--- src/rtl/atrs_pkg.sv ---
`timescale 1ns / 1ps
`default_nettype none
// ----------------------------------------------------------------------------
// atrs_pkg
// Types and constants shared by the antenna tuner relay search sequencer.
// ----------------------------------------------------------------------------
package atrs_pkg;

    localparam int CODE_BITS = 7;
    localparam int SWR_BITS  = 10;
    localparam int VAR_BITS  = 14;

    localparam logic [CODE_BITS-1:0] CODE_MAX  = {CODE_BITS{1'b1}};
    localparam logic [CODE_BITS:0]   SWEEP_END = (CODE_BITS+1)'(1) << (CODE_BITS - 1);
    localparam logic [SWR_BITS-1:0]  SWR_TOP   = SWR_BITS'(999);
    localparam logic [VAR_BITS-1:0]  VAR_NONE  = VAR_BITS'(10000);
    localparam logic [SWR_BITS-1:0]  THR_RESET = SWR_BITS'(120);

    localparam logic [1:0] CMD_START   = 2'd0;
    localparam logic [1:0] CMD_READING = 2'd1;
    localparam logic [1:0] CMD_RESET   = 2'd2;

    localparam logic [1:0] ST_MATCHED = 2'd0;
    localparam logic [1:0] ST_BEST    = 2'd1;
    localparam logic [1:0] ST_OFFSCL  = 2'd2;

    typedef enum logic [4:0] {
        P_IDLE, P_TU0, P_TU1, P_TU2, P_TU3, P_TU4, P_SU1, P_SU2,
        P_CT1, P_CT2, P_CT3, P_SW0, P_SW1, P_SH1, P_SH2, P_SH3, P_SH4
    } t_phase;

    typedef struct packed {
        logic [CODE_BITS-1:0]           ind;
        logic [CODE_BITS-1:0]           cap;
        logic                           side;
        t_phase                         phase;
        logic [CODE_BITS-1:0]           step;
        logic [SWR_BITS-1:0]            best_swr;
        logic [CODE_BITS-1:0]           best_code;
        logic [2:0][VAR_BITS-1:0]       var_swr;
        logic [2:0][CODE_BITS-1:0]      var_ind;
        logic [2:0][CODE_BITS-1:0]      var_cap;
        logic [SWR_BITS-1:0]            side_swr;
        logic [2*CODE_BITS-1:0]         side_codes;
        logic [1:0]                     sweep_kind;
        logic [2:0]                     coarse_stage;
        logic                           sharp_target;
        logic                           sharp_second;
        logic                           cap_first;
        logic [1:0]                     tune_pass;
    } t_state;

    typedef struct packed {
        t_state      st;
        logic        want;
        logic        done;
        logic [1:0]  status;
    } t_work;

    localparam t_state ST_INIT = '{
        ind: '0, cap: CODE_BITS'(1), side: 1'b0, phase: P_IDLE, step: CODE_BITS'(1),
        best_swr: '0, best_code: '0, var_swr: {3{VAR_NONE}}, var_ind: '0, var_cap: '0,
        side_swr: '0, side_codes: '0, sweep_kind: '0, coarse_stage: '0,
        sharp_target: 1'b0, sharp_second: 1'b0, cap_first: 1'b0, tune_pass: '0
    };

endpackage
`default_nettype wire

--- src/rtl/atrs_req_if.sv ---
`timescale 1ns / 1ps
`default_nettype none
// ----------------------------------------------------------------------------
// atrs_req_if
// Command request channel: command code and SWR reading.
// ----------------------------------------------------------------------------
interface atrs_req_if;
    logic       valid;
    logic       ready;
    logic [1:0] cmd;
    logic [atrs_pkg::SWR_BITS-1:0] swr_reading;
    modport source (output valid, output cmd, output swr_reading, input ready);
    modport sink   (input valid, input cmd, input swr_reading, output ready);
endinterface
`default_nettype wire

--- src/rtl/atrs_rsp_if.sv ---
`timescale 1ns / 1ps
`default_nettype none
// ----------------------------------------------------------------------------
// atrs_rsp_if
// Result channel: relay setting and tune status.
// ----------------------------------------------------------------------------
interface atrs_rsp_if;
    logic       valid;
    logic       ready;
    logic [atrs_pkg::CODE_BITS-1:0] inductor_code;
    logic [atrs_pkg::CODE_BITS-1:0] capacitor_code;
    logic       switch_side;
    logic       measure_request;
    logic       tune_done;
    logic [1:0] tune_status;
    modport source (output valid, output inductor_code, output capacitor_code,
                    output switch_side, output measure_request, output tune_done,
                    output tune_status, input ready);
    modport sink   (input valid, input inductor_code, input capacitor_code,
                    input switch_side, input measure_request, input tune_done,
                    input tune_status, output ready);
endinterface
`default_nettype wire

--- src/rtl/atrs_cfg_if.sv ---
`timescale 1ns / 1ps
`default_nettype none
// ----------------------------------------------------------------------------
// atrs_cfg_if
// Configuration write channel for the good SWR threshold.
// ----------------------------------------------------------------------------
interface atrs_cfg_if;
    logic       valid;
    logic       ready;
    logic [atrs_pkg::SWR_BITS-1:0] data;
    modport source (output valid, output data, input ready);
    modport sink   (input valid, input data, output ready);
endinterface
`default_nettype wire

--- src/rtl/atrs_next.sv ---
`timescale 1ns / 1ps
`default_nettype none
// ----------------------------------------------------------------------------
// atrs_next
// Next-state logic: one sequencer transition per request.
// ----------------------------------------------------------------------------
module atrs_next (
    input  var atrs_pkg::t_state              i_st,
    input  var logic [1:0]                    i_cmd,
    input  var logic [atrs_pkg::SWR_BITS-1:0] i_swr,
    input  var logic [atrs_pkg::SWR_BITS-1:0] i_thr,
    output atrs_pkg::t_work                   o_work,
    output logic                              o_emit
);
    localparam int CB = atrs_pkg::CODE_BITS;
    localparam int SB = atrs_pkg::SWR_BITS;

    function automatic atrs_pkg::t_work f_measure(atrs_pkg::t_work w, atrs_pkg::t_phase p);
        w.st.phase = p;
        w.want = 1'b1;
        return w;
    endfunction

    function automatic atrs_pkg::t_work f_finish(atrs_pkg::t_work w, logic [1:0] s);
        w.st.phase = atrs_pkg::P_IDLE;
        w.done = 1'b1;
        w.status = s;
        return w;
    endfunction

    // x / 10 by reciprocal, exact for the code range, floored at 1
    function automatic logic [CB-1:0] f_fine(logic [CB-1:0] x);
        logic [CB+8:0] m;
        logic [CB-1:0] q;
        m = (CB+9)'(x) * (CB+9)'(205);
        q = CB'(m >> 11);
        return (q == '0) ? CB'(1) : q;
    endfunction

    function automatic logic [CB-1:0] f_tgt(atrs_pkg::t_work w);
        return w.st.sharp_target ? w.st.ind : w.st.cap;
    endfunction

    function automatic atrs_pkg::t_work f_set_tgt(atrs_pkg::t_work w, logic [CB-1:0] v);
        if (w.st.sharp_target) begin
            w.st.ind = v;
        end else begin
            w.st.cap = v;
        end
        return w;
    endfunction

    function automatic atrs_pkg::t_work f_start_sharp(atrs_pkg::t_work w, logic t);
        w.st.sharp_target = t;
        w.st.best_code = f_tgt(w);
        w.st.step = f_fine(f_tgt(w));
        return f_measure(w, atrs_pkg::P_SH1);
    endfunction

    function automatic atrs_pkg::t_work f_start_sharp_tune(atrs_pkg::t_work w);
        w.st.cap_first = (w.st.cap >= w.st.ind);
        w.st.sharp_second = 1'b0;
        return f_start_sharp(w, !w.st.cap_first);
    endfunction

    function automatic atrs_pkg::t_work f_sub_return(atrs_pkg::t_work w);
        return f_measure(w, (w.st.tune_pass == 2'd0) ? atrs_pkg::P_TU1 : atrs_pkg::P_TU2);
    endfunction

    function automatic atrs_pkg::t_work f_sharp_done(atrs_pkg::t_work w);
        w = f_set_tgt(w, w.st.best_code);
        if (!w.st.sharp_second) begin
            w.st.sharp_second = 1'b1;
            w = f_start_sharp(w, w.st.cap_first);
        end else if (w.st.tune_pass == 2'd2) begin
            w = f_measure(w, atrs_pkg::P_TU4);
        end else begin
            w = f_sub_return(w);
        end
        return w;
    endfunction

    function automatic atrs_pkg::t_work f_start_sweep(atrs_pkg::t_work w, logic [1:0] k);
        w.st.sweep_kind = k;
        return f_measure(w, atrs_pkg::P_SW0);
    endfunction

    function automatic atrs_pkg::t_work f_sweep_apply(atrs_pkg::t_work w, logic [CB-1:0] c);
        if (w.st.sweep_kind == 2'd0) begin
            w.st.cap = c;
        end else if (w.st.sweep_kind == 2'd1) begin
            w.st.ind = c;
        end else begin
            w.st.ind = c;
            w.st.cap = c;
        end
        return w;
    endfunction

    function automatic atrs_pkg::t_work f_sweep_done(atrs_pkg::t_work w);
        case (w.st.coarse_stage)
            3'd0: begin
                w.st.coarse_stage = 3'd1;
                w = f_start_sweep(w, 2'd1);
            end
            3'd1: w = f_measure(w, atrs_pkg::P_CT1);
            3'd2: begin
                w.st.coarse_stage = 3'd3;
                w = f_start_sweep(w, 2'd0);
            end
            3'd3: w = f_measure(w, atrs_pkg::P_CT2);
            default: w = f_measure(w, atrs_pkg::P_CT3);
        endcase
        return w;
    endfunction

    function automatic atrs_pkg::t_work f_start_coarse(atrs_pkg::t_work w);
        w.st.var_swr = {3{atrs_pkg::VAR_NONE}};
        w.st.coarse_stage = 3'd0;
        return f_start_sweep(w, 2'd0);
    endfunction

    function automatic atrs_pkg::t_work f_keep(atrs_pkg::t_work w, logic [1:0] v,
                                               logic [SB-1:0] r);
        w.st.var_swr[v] = atrs_pkg::VAR_BITS'(r);
        w.st.var_ind[v] = w.st.ind;
        w.st.var_cap[v] = w.st.cap;
        return w;
    endfunction

    function automatic atrs_pkg::t_work f_pick(atrs_pkg::t_work w);
        logic [atrs_pkg::VAR_BITS-1:0] a, b, c;
        logic [1:0] v;
        a = w.st.var_swr[0];
        b = w.st.var_swr[1];
        c = w.st.var_swr[2];
        if (a <= b && a <= c) begin
            v = 2'd0;
        end else if (b <= a && b <= c) begin
            v = 2'd1;
        end else begin
            v = 2'd2;
        end
        w.st.ind = w.st.var_ind[v];
        w.st.cap = w.st.var_cap[v];
        return f_measure(w, atrs_pkg::P_SU2);
    endfunction

    function automatic atrs_pkg::t_work f_try3(atrs_pkg::t_work w);
        if (w.st.cap <= CB'(2) && w.st.ind <= CB'(2)) begin
            w.st.cap = '0;
            w.st.ind = '0;
            w.st.coarse_stage = 3'd4;
            w = f_start_sweep(w, 2'd2);
        end else begin
            w = f_pick(w);
        end
        return w;
    endfunction

    function automatic atrs_pkg::t_work f_try2(atrs_pkg::t_work w);
        if (w.st.cap <= CB'(2) && w.st.ind <= CB'(2)) begin
            w.st.cap = '0;
            w.st.ind = '0;
            w.st.coarse_stage = 3'd2;
            w = f_start_sweep(w, 2'd1);
        end else begin
            w = f_try3(w);
        end
        return w;
    endfunction

    function automatic atrs_pkg::t_work f_start_sub(atrs_pkg::t_work w);
        w.st.cap = '0;
        w.st.ind = '0;
        return f_measure(w, atrs_pkg::P_SU1);
    endfunction

    function automatic atrs_pkg::t_work f_tail(atrs_pkg::t_work w, logic ok);
        if (ok) begin
            w = f_finish(w, atrs_pkg::ST_MATCHED);
        end else begin
            w.st.tune_pass = 2'd2;
            w = f_start_sharp_tune(w);
        end
        return w;
    endfunction

    logic [SB-1:0]   s_r;
    logic [SB+7:0]   s_r_mul;
    logic [SB-1:0]   s_r10;
    logic            s_ok;
    logic [CB:0]     s_x;
    logic [CB:0]     s_x2;
    logic [CB-1:0]   s_stp;
    logic [CB-1:0]   s_cur;
    atrs_pkg::t_work w;

    assign s_r     = (i_swr > atrs_pkg::SWR_TOP) ? atrs_pkg::SWR_TOP : i_swr;
    assign s_r_mul = (SB+8)'(s_r) * (SB+8)'(205);
    assign s_r10   = SB'(s_r_mul >> 11);
    assign s_ok    = (s_r <= i_thr);

    always_comb begin
        w = '{st: i_st, want: 1'b0, done: 1'b0, status: 2'd0};
        o_emit = 1'b1;
        s_x = '0;
        s_x2 = '0;
        s_stp = '0;
        s_cur = '0;
        case (i_cmd)
            atrs_pkg::CMD_START: begin
                w.st.tune_pass = 2'd0;
                w = f_measure(w, atrs_pkg::P_TU0);
            end
            atrs_pkg::CMD_RESET: begin
                w.st.ind = '0;
                w.st.cap = CB'(1);
                w.st.side = 1'b0;
                w.st.phase = atrs_pkg::P_IDLE;
            end
            atrs_pkg::CMD_READING: begin
                if (i_st.phase == atrs_pkg::P_IDLE) begin
                    o_emit = 1'b0;
                end
                s_x = {1'b0, f_tgt(w)};
                unique case (i_st.phase)
                    atrs_pkg::P_TU0: begin
                        if (s_ok) begin
                            w = f_finish(w, atrs_pkg::ST_MATCHED);
                        end else begin
                            w.st.tune_pass = 2'd0;
                            w = f_start_sub(w);
                        end
                    end
                    atrs_pkg::P_TU1: begin
                        if (s_ok) begin
                            w = f_finish(w, atrs_pkg::ST_MATCHED);
                        end else begin
                            w.st.side_swr = s_r;
                            w.st.side_codes = {w.st.ind, w.st.cap};
                            w.st.side = !w.st.side;
                            w.st.tune_pass = 2'd1;
                            w = f_start_sub(w);
                        end
                    end
                    atrs_pkg::P_TU2: begin
                        if (s_r > w.st.side_swr) begin
                            w.st.side = !w.st.side;
                            w.st.ind = w.st.side_codes[2*CB-1:CB];
                            w.st.cap = w.st.side_codes[CB-1:0];
                            w = f_measure(w, atrs_pkg::P_TU3);
                        end else begin
                            w = f_tail(w, s_ok);
                        end
                    end
                    atrs_pkg::P_TU3: w = f_tail(w, s_ok);
                    atrs_pkg::P_TU4: begin
                        if (s_r == atrs_pkg::SWR_TOP) begin
                            w.st.ind = '0;
                            w.st.cap = CB'(1);
                            w.st.side = 1'b0;
                            w = f_finish(w, atrs_pkg::ST_OFFSCL);
                        end else begin
                            w = f_finish(w, atrs_pkg::ST_BEST);
                        end
                    end
                    atrs_pkg::P_SU1: w = s_ok ? f_sub_return(w) : f_start_coarse(w);
                    atrs_pkg::P_SU2: w = s_ok ? f_sub_return(w) : f_start_sharp_tune(w);
                    atrs_pkg::P_CT1: begin
                        if (s_ok) begin
                            w = f_measure(w, atrs_pkg::P_SU2);
                        end else begin
                            w = f_try2(f_keep(w, 2'd0, s_r));
                        end
                    end
                    atrs_pkg::P_CT2: begin
                        if (s_ok) begin
                            w = f_measure(w, atrs_pkg::P_SU2);
                        end else begin
                            w = f_try3(f_keep(w, 2'd1, s_r));
                        end
                    end
                    atrs_pkg::P_CT3: begin
                        if (s_ok) begin
                            w = f_measure(w, atrs_pkg::P_SU2);
                        end else begin
                            w = f_pick(f_keep(w, 2'd2, s_r));
                        end
                    end
                    atrs_pkg::P_SW0: begin
                        w.st.best_swr = s_r10;
                        w.st.best_code = '0;
                        w = f_measure(f_sweep_apply(w, CB'(1)), atrs_pkg::P_SW1);
                    end
                    atrs_pkg::P_SW1: begin
                        s_cur = (w.st.sweep_kind == 2'd0) ? w.st.cap : w.st.ind;
                        if (s_r10 <= w.st.best_swr) begin
                            w.st.best_code = s_cur;
                            w.st.best_swr = s_r10;
                        end
                        if (s_r10 <= i_st.best_swr && {s_cur, 1'b0} < atrs_pkg::SWEEP_END) begin
                            w = f_measure(f_sweep_apply(w, CB'({s_cur, 1'b0})),
                                          atrs_pkg::P_SW1);
                        end else begin
                            w = f_sweep_done(f_sweep_apply(w, w.st.best_code));
                        end
                    end
                    atrs_pkg::P_SH1: begin
                        w.st.best_swr = s_r;
                        s_x2 = s_x + {1'b0, w.st.step};
                        if (s_x2 > {1'b0, atrs_pkg::CODE_MAX}) begin
                            s_x2 = {1'b0, atrs_pkg::CODE_MAX};
                        end
                        w = f_measure(f_set_tgt(w, s_x2[CB-1:0]), atrs_pkg::P_SH2);
                    end
                    atrs_pkg::P_SH2: begin
                        s_stp = w.st.step;
                        if (s_r <= w.st.best_swr) begin
                            w.st.best_swr = s_r;
                            w.st.best_code = s_x[CB-1:0];
                            s_x2 = s_x + {1'b0, s_stp};
                            w = f_set_tgt(w, s_x2[CB-1:0]);
                            if (s_x2 <= {1'b0, atrs_pkg::CODE_MAX - s_stp}) begin
                                w = f_measure(w, atrs_pkg::P_SH3);
                            end else begin
                                w = f_sharp_done(w);
                            end
                        end else begin
                            w.st.best_swr = s_r;
                            s_x2 = (s_x >= {1'b0, s_stp}) ? s_x - {1'b0, s_stp} : s_x;
                            w = f_set_tgt(w, s_x2[CB-1:0]);
                            if (s_x2 >= {1'b0, s_stp}) begin
                                w = f_measure(w, atrs_pkg::P_SH4);
                            end else begin
                                w = f_sharp_done(w);
                            end
                        end
                    end
                    atrs_pkg::P_SH3: begin
                        if (s_r <= w.st.best_swr) begin
                            w.st.best_code = s_x[CB-1:0];
                            w.st.best_swr = s_r;
                            s_stp = f_fine(s_x[CB-1:0]);
                            w.st.step = s_stp;
                            s_x2 = s_x + {1'b0, s_stp};
                            w = f_set_tgt(w, s_x2[CB-1:0]);
                            if (s_x2 <= {1'b0, atrs_pkg::CODE_MAX - s_stp}) begin
                                w = f_measure(w, atrs_pkg::P_SH3);
                            end else begin
                                w = f_sharp_done(w);
                            end
                        end else begin
                            w = f_sharp_done(w);
                        end
                    end
                    atrs_pkg::P_SH4: begin
                        if (s_r <= w.st.best_swr) begin
                            w.st.best_code = s_x[CB-1:0];
                            w.st.best_swr = s_r;
                            s_stp = f_fine(s_x[CB-1:0]);
                            w.st.step = s_stp;
                            if (s_x >= {1'b0, s_stp}) begin
                                s_x2 = s_x - {1'b0, s_stp};
                                w = f_set_tgt(w, s_x2[CB-1:0]);
                                if (s_x2 >= {1'b0, s_stp}) begin
                                    w = f_measure(w, atrs_pkg::P_SH4);
                                end else begin
                                    w = f_sharp_done(w);
                                end
                            end else begin
                                w = f_sharp_done(w);
                            end
                        end else begin
                            w = f_sharp_done(w);
                        end
                    end
                    default: w.st.phase = atrs_pkg::P_IDLE;
                endcase
            end
            default: o_emit = 1'b0;
        endcase
        o_work = w;
    end

endmodule
`default_nettype wire

--- src/rtl/antenna_tuner_relay_search.sv ---
`timescale 1ns / 1ps
`default_nettype none
// ----------------------------------------------------------------------------
// antenna_tuner_relay_search
// Automatic antenna tuner search sequencer: one state step per request.
//
//   channel  dir  carries
//   i_req    in   cmd, swr_reading
//   o_rsp    out  relay codes, switch side, measure/done flags, status
//   i_cfg    in   good SWR threshold
//
// A request passes the input register, then one step of the sequencer
// logic into the result register. One request per cycle sustained unless the result stalls.
// Synchronous active-low reset; state to ind 0, cap 1, side 0, threshold 120.
// Result back-pressure stalls the input register, then i_req.ready.
// ----------------------------------------------------------------------------
module antenna_tuner_relay_search (
    input  wire logic    i_clk,
    input  wire logic    i_rst_n,
    atrs_req_if.sink     i_req,
    atrs_cfg_if.sink     i_cfg,
    atrs_rsp_if.source   o_rsp
);
    logic                              r_in_valid;
    logic [1:0]                        r_in_cmd;
    logic [atrs_pkg::SWR_BITS-1:0]     r_in_swr;
    logic [atrs_pkg::SWR_BITS-1:0]     r_thr;
    atrs_pkg::t_state                  r_st;
    logic                              r_out_valid;
    atrs_pkg::t_work                   r_out;
    atrs_pkg::t_work                   n_work;
    logic                              s_emit;
    logic                              s_adv;

    assign s_adv       = r_in_valid && (!r_out_valid || o_rsp.ready);
    assign i_req.ready = !r_in_valid || s_adv;
    assign i_cfg.ready = 1'b1;

    atrs_next u_next (
        .i_st   (r_st),
        .i_cmd  (r_in_cmd),
        .i_swr  (r_in_swr),
        .i_thr  (r_thr),
        .o_work (n_work),
        .o_emit (s_emit)
    );

    always_ff @(posedge i_clk) begin
        if (!i_rst_n) begin
            r_in_valid  <= 1'b0;
            r_out_valid <= 1'b0;
            r_thr       <= atrs_pkg::THR_RESET;
            r_st        <= atrs_pkg::ST_INIT;
        end else begin
            if (i_cfg.valid) begin
                r_thr <= i_cfg.data;
            end
            if (i_req.valid && i_req.ready) begin
                r_in_valid <= 1'b1;
            end else if (s_adv) begin
                r_in_valid <= 1'b0;
            end
            if (s_adv) begin
                r_st        <= n_work.st;
                r_out_valid <= s_emit;
            end else if (o_rsp.ready) begin
                r_out_valid <= 1'b0;
            end
        end
    end

    always_ff @(posedge i_clk) begin
        if (i_req.valid && i_req.ready) begin
            r_in_cmd <= i_req.cmd;
            r_in_swr <= i_req.swr_reading;
        end
        if (s_adv) begin
            r_out <= n_work;
        end
    end

    assign o_rsp.valid           = r_out_valid;
    assign o_rsp.inductor_code   = r_out.st.ind;
    assign o_rsp.capacitor_code  = r_out.st.cap;
    assign o_rsp.switch_side     = r_out.st.side;
    assign o_rsp.measure_request = r_out.want;
    assign o_rsp.tune_done       = r_out.done;
    assign o_rsp.tune_status     = r_out.status;

endmodule
`default_nettype wire
--- src/flat_wrapper.sv ---
// flat-port wrapper written by rule: the top's interface ports become plain ports
module antenna_tuner_relay_search_flat 
  (i_clk, i_rst_n, i_req_valid, i_req_cmd, i_req_swr_reading, i_req_ready, i_cfg_valid, i_cfg_data, i_cfg_ready, o_rsp_valid, o_rsp_inductor_code, o_rsp_capacitor_code, o_rsp_switch_side, o_rsp_measure_request, o_rsp_tune_done, o_rsp_tune_status, o_rsp_ready);
  atrs_req_if i_req_i ();
  atrs_cfg_if i_cfg_i ();
  atrs_rsp_if o_rsp_i ();
  input  wire logic i_clk;
  input  wire logic i_rst_n;
  input wire logic [$bits(i_req_i.valid)-1:0] i_req_valid;
  input wire logic [$bits(i_req_i.cmd)-1:0] i_req_cmd;
  input wire logic [$bits(i_req_i.swr_reading)-1:0] i_req_swr_reading;
  output wire logic [$bits(i_req_i.ready)-1:0] i_req_ready;
  input wire logic [$bits(i_cfg_i.valid)-1:0] i_cfg_valid;
  input wire logic [$bits(i_cfg_i.data)-1:0] i_cfg_data;
  output wire logic [$bits(i_cfg_i.ready)-1:0] i_cfg_ready;
  output wire logic [$bits(o_rsp_i.valid)-1:0] o_rsp_valid;
  output wire logic [$bits(o_rsp_i.inductor_code)-1:0] o_rsp_inductor_code;
  output wire logic [$bits(o_rsp_i.capacitor_code)-1:0] o_rsp_capacitor_code;
  output wire logic [$bits(o_rsp_i.switch_side)-1:0] o_rsp_switch_side;
  output wire logic [$bits(o_rsp_i.measure_request)-1:0] o_rsp_measure_request;
  output wire logic [$bits(o_rsp_i.tune_done)-1:0] o_rsp_tune_done;
  output wire logic [$bits(o_rsp_i.tune_status)-1:0] o_rsp_tune_status;
  input wire logic [$bits(o_rsp_i.ready)-1:0] o_rsp_ready;
  assign i_req_i.valid = i_req_valid;
  assign i_req_i.cmd = i_req_cmd;
  assign i_req_i.swr_reading = i_req_swr_reading;
  assign i_req_ready = i_req_i.ready;
  assign i_cfg_i.valid = i_cfg_valid;
  assign i_cfg_i.data = i_cfg_data;
  assign i_cfg_ready = i_cfg_i.ready;
  assign o_rsp_valid = o_rsp_i.valid;
  assign o_rsp_inductor_code = o_rsp_i.inductor_code;
  assign o_rsp_capacitor_code = o_rsp_i.capacitor_code;
  assign o_rsp_switch_side = o_rsp_i.switch_side;
  assign o_rsp_measure_request = o_rsp_i.measure_request;
  assign o_rsp_tune_done = o_rsp_i.tune_done;
  assign o_rsp_tune_status = o_rsp_i.tune_status;
  assign o_rsp_i.ready = o_rsp_ready;
  antenna_tuner_relay_search u_core (.i_clk(i_clk), .i_rst_n(i_rst_n), .i_req(i_req_i), .i_cfg(i_cfg_i), .o_rsp(o_rsp_i));
endmodule
--- config.mk ---
export PLATFORM = sky130hd
export DESIGN_NAME = antenna_tuner_relay_search_flat
export DESIGN_NICKNAME = d
export VERILOG_FILES = /design/src/rtl/atrs_pkg.sv /design/src/rtl/atrs_req_if.sv /design/src/rtl/atrs_rsp_if.sv /design/src/rtl/atrs_cfg_if.sv /design/src/rtl/atrs_next.sv /design/src/rtl/antenna_tuner_relay_search.sv /design/src/flat_wrapper.sv
export SDC_FILE = /design/constraint.sdc
export NUM_CORES = 1
export LEC_CHECK = 0
export BUFFER_PORTS_ARGS = -buffer_cell sky130_fd_sc_hd__buf_2
export CORE_ASPECT_RATIO = 0.75
export CORE_MARGIN = 10
export CORE_UTILIZATION = 34
export DETAILED_ROUTE_END_ITERATION = 10
export GPL_TIMING_DRIVEN = 0
export MAX_ROUTING_LAYER = met4
export SLEW_MARGIN = 20
export SYNTH_ARGS = -nofsm -noshare
export SYNTH_HDL_FRONTEND = slang
export SYNTH_SLANG_ARGS = --single-unit
--- constraint.sdc ---
create_clock -name i_clk -period 9.7 [get_ports i_clk]
set_input_delay 2.91 -clock i_clk [delete_from_list [all_inputs] [get_ports i_clk]]
set_output_delay 2.91 -clock i_clk [all_outputs]
set_load 0.05 [all_outputs]
==> flow_summary.ini, run 1 <==
[setup_path]
startpoint = u_core.r_in_swr[8]$_DFFE_PP_
ff2ff_path_depth = 34
r2r-start = u_core.r_in_swr[8]$_DFFE_PP_
reg2reg_to = u_core.o_rsp.capacitor_code[3]$_DFFE_PP_
slowest_delay_ns = 0.51
slowest_stage = fa_1
end_kind = flop
crit_type = reg -> reg
endpoint = u_core.o_rsp.capacitor_code[3]$_DFFE_PP_
cp_max_fo = 10
crit_arrival_ns = 9.72
rrSetupSlack_ns = 0.21
worst_setup_path_start_kind = flop
crit_required_ns = 9.93

[final_layout]
layout-drive-gt1-share_pct = 6.78
final_cell_count_no_fill = 3799
final_nets = 3331
finish.utilization_pct = 37.9
area_growth_syn_to_layout_pct = 9.77

[logic_synthesis]
post-synth-top-area-cell = ha_1
netlist_area_sq_um = 22000
yosys.cell_count.top_type = ha_1
async_flop_share_pct = 0
synth_top_family_by_area = compound AO/OA/AOI/OAI gates
synth_nets = 3266
synth_ff_type = dfxtp_1
ys_types = 97
syn_avg_cell_area_sq_um = 7.72
synth-xor-area-share_pct = 1.75
yosysWarnings = 0
synth_edf_count = 31
synth-compound-area-share_pct = 27.2
synthAdderAreaFrac_pct = 23.6
yosys.area.top_type_share_pct = 18.8
synth_area_leaders = ha_1, dfxtp_1, a21oi_1, nand2_1, fa_1
ys_seq_area_share_pct = 19.1
synth_cells = 2856
yosys.area_share.simple_pct = 18.0
ys_seq_elements = 195
synth_common_cells = ha_1, nand2_1, a21oi_1, nor2_1, inv_1
synth.mux.area_fraction_pct = 3.40

[clock_tree]
cts_root_buf = clkbuf_16
clkTransAtPathRegs_ns = 0.08
cts_sinks = 195
clk_latency_ns = 0.53
cts_tree = done
cts_inserted_buffers = 17
cts_max_level = 4
cts_max_path_buffers = 2

[floorplan]
ioPinCount = 49
core_sq_um = 63900
initial_utilization_pct = 34.5
die_area_sq_um = 75500
num_rows = 80
dieHeight_um = 241
die_width_um = 314

[placement]
place_ws_ns = -1.11
gp_congestion = 1.07
place_inst = 3763
portBuffers = 45
dpl.hpwl_mm = 82.2

[sta]
hold_viol = 0
maxSlewViolCount = 0
tns_ns = 0
finalSetupViolations = 0
max_slew_margin_pct = 10.9
finalWorstSetupSlack_ns = 0.207
tightest_slew_ns = 1.34
post-route-min-period_ns = 9.49
rsz0062_at_grt = no
timing.fmax_ghz = 0.105
period_share_pct = 97.9
final.setup_skew_ns = 0.0210
worst_hold_slack_ns = 0.465

[detailed_routing]
avgViaCountPerCell = 6.25
dr.first_iter.drc_count = 3480
routedWlPerCell_um = 27.5
num_vias = 23740
ant_nets = 0
drt_pre_antenna_iters = 8
drt-total-wl_mm = 105
route.detailed.drc = 0

[global_route]
grt_pass1_wl_mm = 152
first_global_vias = 21662
antenna_found_initial = 4
grt_max_degree = 29
grt_usage_pct = 27.8
grt-ovfl-total = 0

[min_path]
whs_path_depth = 2
hp-class = reg -> reg

[pwr]
power_switching_mw = 0.979
cellPowerDensity_nw_per_um2 = 102
clockPowerShare_pct = 32.8
p_sw_share_pct = 39.5
p_leak_nw = 10.3
p_int_mw = 1.50
p_seq_share_pct = 33.8
power_frac_comb_pct = 33.4
vdd_ir_drop_max_uv = 149

[flow_run]
cap_violations = 0

[status]
status = finished, final reports clean
per-stage QoR:
stage	cell area [sq um]	power [mW]
2_1_floorplan	22000	1.37
3_3_place_gp	23300	1.63
3_5_place_dp	23400	1.63
4_1_cts	24100	2.44
5_1_grt	24200	2.57
6_report	24200	2.48
worst min-delay path by stage:
stage                              endpoint                         start  slack, ns
6_report       u_core.r_st[17]$_SDFFE_PN0P_  u_core.r_st[17]$_SDFFE_PN0P_       0.46
5_1_grt        u_core.r_st[29]$_SDFFE_PN0P_  u_core.r_st[29]$_SDFFE_PN0P_       0.48
4_1_cts        u_core.r_st[17]$_SDFFE_PN0P_  u_core.r_st[17]$_SDFFE_PN0P_       0.46
3_5_place_dp   u_core.r_st[17]$_SDFFE_PN0P_  u_core.r_st[17]$_SDFFE_PN0P_       0.45
3_3_place_gp   u_core.r_st[29]$_SDFFE_PN0P_  u_core.r_st[29]$_SDFFE_PN0P_       0.45
2_1_floorplan  u_core.r_st[22]$_SDFFE_PN0P_  u_core.r_st[22]$_SDFFE_PN0P_       0.43
timing repair:
item | in CTS | in global routing
gates cloned | 0 | 0
setup buffers | 2 | 1
endpoints found under the setup margin | 43 | 36
pin swaps | 2 | 2
resized for setup | 12 | 23
hold buffers | 0 | 0
critical path: cells and delay by family (launching register included):
kind | cells | cell delay (ns)
buffers and inverters | 6 | 1.24
AO/OA/AOI/OAI | 11 | 2.87
XOR/XNOR | 2 | 0.36
AND/OR/NAND/NOR | 9 | 2.16
flip-flops | 1 | 0.37
adder cells (fa/ha/maj) | 6 | 2.18
sequential cells by signal, summed over array words and instances (netlist names), 2 cells and up:
signal	count
u_core.r_in_cmd	2
u_core.r_thr	10
u_core.o_rsp.inductor_code	7
u_core.o_rsp.tune_status	2
u_core.r_st	152
u_core.r_in_swr	10
u_core.o_rsp.capacitor_code	7
cell families after synthesis:
kind of cell	Yosys count
other	1
AND/OR/NAND/NOR	853
XOR/XNOR	44
AO/OA/AOI/OAI	912
adder cells (fa/ha/maj)	386
buffers and inverters	393
flip-flops	195
multiplexers	72
cell type report:
class / instances / area (sq um)
fill: 6831 / 39700
inverter: 222 / 840
tap: 861 / 1080
buffer: 168 / 683
multi-input combinational: 2268 / 16500
timing repair buffer: 49 / 255
clock buffer: 20 / 489
clock inverter: 12 / 153
sequential: 195 / 4210
antenna: 4 / 10.0
power groups by stage:
| stage | Sequential (mW) | Combinational (mW) | Clock [mW] |
|---|---|---|---|
| after global placement | 0.856 | 0.776 | 0 |
| after floorplan | 0.866 | 0.502 | 0 |
| final | 0.838 | 0.829 | 0.812 |
| after detailed placement | 0.856 | 0.774 | 0 |
| after global routing | 0.839 | 0.886 | 0.846 |
| after CTS | 0.837 | 0.783 | 0.824 |
layer usage:
layer	routed length (um)	share of wire, %	global-route usage (%)
met3	13700	13	8.87
met2	38600	37	35.2
met1	49800	48	40.9
met4	2650	2.5	6.88
met5	0	0	-
cells in the final DEF, fill, tap and decap left out, drive strengths merged, types with 18 or more instances in the layout:
cell	n
a21o	33
o21ai	200
edfxtp	31
nand2b	29
clkbuf	157
o211ai	40
inv	226
mux2i	58
o31ai	20
nor4	21
o21a	28
xnor2	25
buf	80
nand2	285
a21oi	253
nor2	222
or2	18
nor3	49
ha	331
nand4	22
a211oi	44
xor2	19
a221oi	25
dfxtp	164
a31oi	24
o221ai	18
a22oi	43
o22ai	26
nand3	120
fa	52
(Power assumes the default switching activity.)
==> run 2, diff against run 1 <==
--- a/config.mk
+++ b/config.mk
@@ -5,10 +5,11 @@
 export SDC_FILE = /design/constraint.sdc
 export NUM_CORES = 1
 export LEC_CHECK = 0
+export ABC_AREA = 1
 export BUFFER_PORTS_ARGS = -buffer_cell sky130_fd_sc_hd__buf_2
 export CORE_ASPECT_RATIO = 0.75
 export CORE_MARGIN = 10
-export CORE_UTILIZATION = 34
+export CORE_UTILIZATION = 42
 export DETAILED_ROUTE_END_ITERATION = 10
 export GPL_TIMING_DRIVEN = 0
 export MAX_ROUTING_LAYER = met4
==> run 2 against run 1 <==
Compared with the run above: clock skew grew 0.0026 ns; clock power decreased by 9.2%; wire length down 5.1%; sequential share of layout area down 0.53 points; die area fell by 14%; final area grew 3.2%; cell count up 15%.
==> flow_summary.ini, run 2 <==
[sta]
period_share_pct = 96.1
tns_ns = 0
hold_viol = 0
max_slew_margin_pct = 11.5
final.setup_skew_ns = 0.0236
tightest_slew_ns = 1.33
post-route-min-period_ns = 9.32
timing.fmax_ghz = 0.107
maxSlewViolCount = 0
finalSetupViolations = 0

[setup_path]
crit_required_ns = 9.94
ff2ff_path_depth = 40
cp_max_fo = 10
slowest_stage = clkbuf_1
worst_setup_path_start_kind = flop
crit_top_cell = nand2_1
end_kind = flop
slowest_delay_ns = 0.59
crit_arrival_ns = 9.56
crit_type = reg -> reg

[final_layout]
final_cell_mix = nand2_1, inv_1, ha_1
final_cell_count_no_fill = 4357
finish.utilization_pct = 45.8
reg_top3 = u_core.r_st (152), u_core.r_in_swr (10), u_core.r_thr (10)
area_growth_syn_to_layout_pct = 7.67
regMostFlops = u_core.r_st
final_nets = 4030
layout-drive-gt1-share_pct = 5.45
fillers = 5815
largest_register_ff_count = 152
final_common_cell = nand2_1

[clock_tree]
cts_inserted_buffers = 17
clkTransAtPathRegs_ns = 0.08
cts_max_level = 4
cts_root_buf = clkbuf_16
clk_latency_ns = 0.49
cts_tree = done
cts_max_path_buffers = 2
cts_sinks = 195

[detailed_routing]
avgViaCountPerCell = 5.84
num_vias = 25430
drt_pre_antenna_iters = 9
drt-total-wl_mm = 99.3
ant_nets = 0
route.detailed.drc = 0
dr.first_iter.drc_count = 3820
routedWlPerCell_um = 22.8

[logic_synthesis]
netlist_area_sq_um = 23200
async_flop_share_pct = 0
ys_seq_area_share_pct = 18.2
synth_nets = 3960
yosysWarnings = 0
synth_area_leaders = ha_1, dfxtp_1, nand2_1, inv_1, nand3_1
ys_seq_elements = 195
synth_ff_type = dfxtp_1
syn_avg_cell_area_sq_um = 6.53
synth_edf_count = 31
yosys.cell_count.top_type = nand2_1
synth_cells = 3550
yosys.area.top_type_share_pct = 17.9
ys_types = 64
post-synth-top-area-cell = ha_1
synth_common_cells = nand2_1, inv_1, ha_1, nand3_1, a21oi_1

[placement]
place_inst = 4320
gp_congestion = 1.09
dpl.hpwl_mm = 80.1
portBuffers = 46

[global_route]
first_global_vias = 22616
grt_max_degree = 29
grt-ovfl-total = 0
grt_pass1_wl_mm = 147
grt_usage_pct = 30.1
antenna_found_initial = 3

[min_path]
whs_path_depth = 2
hp-class = reg -> reg

[floorplan]
dieHeight_um = 223
die_area_sq_um = 65100
die_width_um = 291
initial_utilization_pct = 42.5
ioPinCount = 49
num_rows = 74
core_sq_um = 54500

[pwr]
p_leak_nw = 12.6
cellPowerDensity_nw_per_um2 = 119
vdd_ir_drop_max_uv = 161

[status]
status = finished, final reports clean

[flow_run]
cap_violations = 0
-- run 2: kinds of logic (layout without fill, tap and decap cells) --
family	after synthesis	in the layout	share of synthesized area [%]
other cells	1	4	0.0162
fa+ha+maj	383	383	22.4
buf+inv	670	752	11.2
xor+xnor	38	38	1.44
flops	195	195	18.2
compound gates	730	730	18.2
simple gates	1533	1533	28.6
-- run 2: critical path: cells and delay by family (launching register included) --
| family | cells | cell delay (ns) |
|---|---|---|
| AOI/OAI and AO/OA | 8 | 1.38 |
| and+or+nand+nor | 14 | 2.38 |
| buffers and inverters | 8 | 1.59 |
| adders and majority gates | 8 | 2.60 |
| DFF | 1 | 0.31 |
| xor gates and xnor gates | 2 | 0.81 |
-- run 2: per-stage QoR --
stage	setup WS, ns	area (sq um)	hold slack (ns)	power [mW]
after floorplan	2.84	23200	0.440	1.78
after global placement	-0.107	24300	0.457	2.19
after detailed placement	0.286	24400	0.461	2.20
after CTS	0.251	24900	0.472	2.93
after global routing	-0.0949	25000	0.498	3.15
final	0.382	25000	0.469	2.97
-- run 2: worst paths after layout --
kind,from,to,slack (ns)
worst max register to register,u_core.r_st[156]$_SDFFE_PN0P_,u_core.o_rsp.inductor_code[2]$_DFFE_PP_,0.38
worst min register to register,u_core.r_st[130]$_SDFFE_PN0P_,u_core.r_st[130]$_SDFFE_PN0P_,0.47
worst max-delay path,u_core.r_st[156]$_SDFFE_PN0P_,u_core.o_rsp.inductor_code[2]$_DFFE_PP_,0.38
worst min-delay path,u_core.r_st[130]$_SDFFE_PN0P_,u_core.r_st[130]$_SDFFE_PN0P_,0.47
-- run 2: final cells by class --
type,count,area [sq um],area share [%]
repair buffers,52,283,1.13
inverters,509,1910,7.67
multi-input cells,2685,16400,65.6
plain buffers,160,696,2.79
diodes,3,7.51,0.0301
well taps,722,903,3.62
flip-flops and latches,195,4210,16.9
clock inverters,11,86.3,0.346
clock buffers,20,478,1.91
-- run 2: layer usage --
layer  global-route usage (%)  share of wire, %
met5                        -                 0
met4                     7.12               2.7
met3                     8.06                13
met2                     38.6                37
met1                     45.0                47
-- run 2: where the power goes --
part	switching [mW]	internal (mW)
clock	0.375	0.361
combinational	0.966	0.422
sequential	0.00817	0.836
-- run 2: what timing repair did --
item	4_1_cts	5_1_grt
buffers inserted	0	4
resized for setup	0	4
setup endpoints to repair	0	38
endpoints found under the hold margin	0	0
hold buffers	0	0
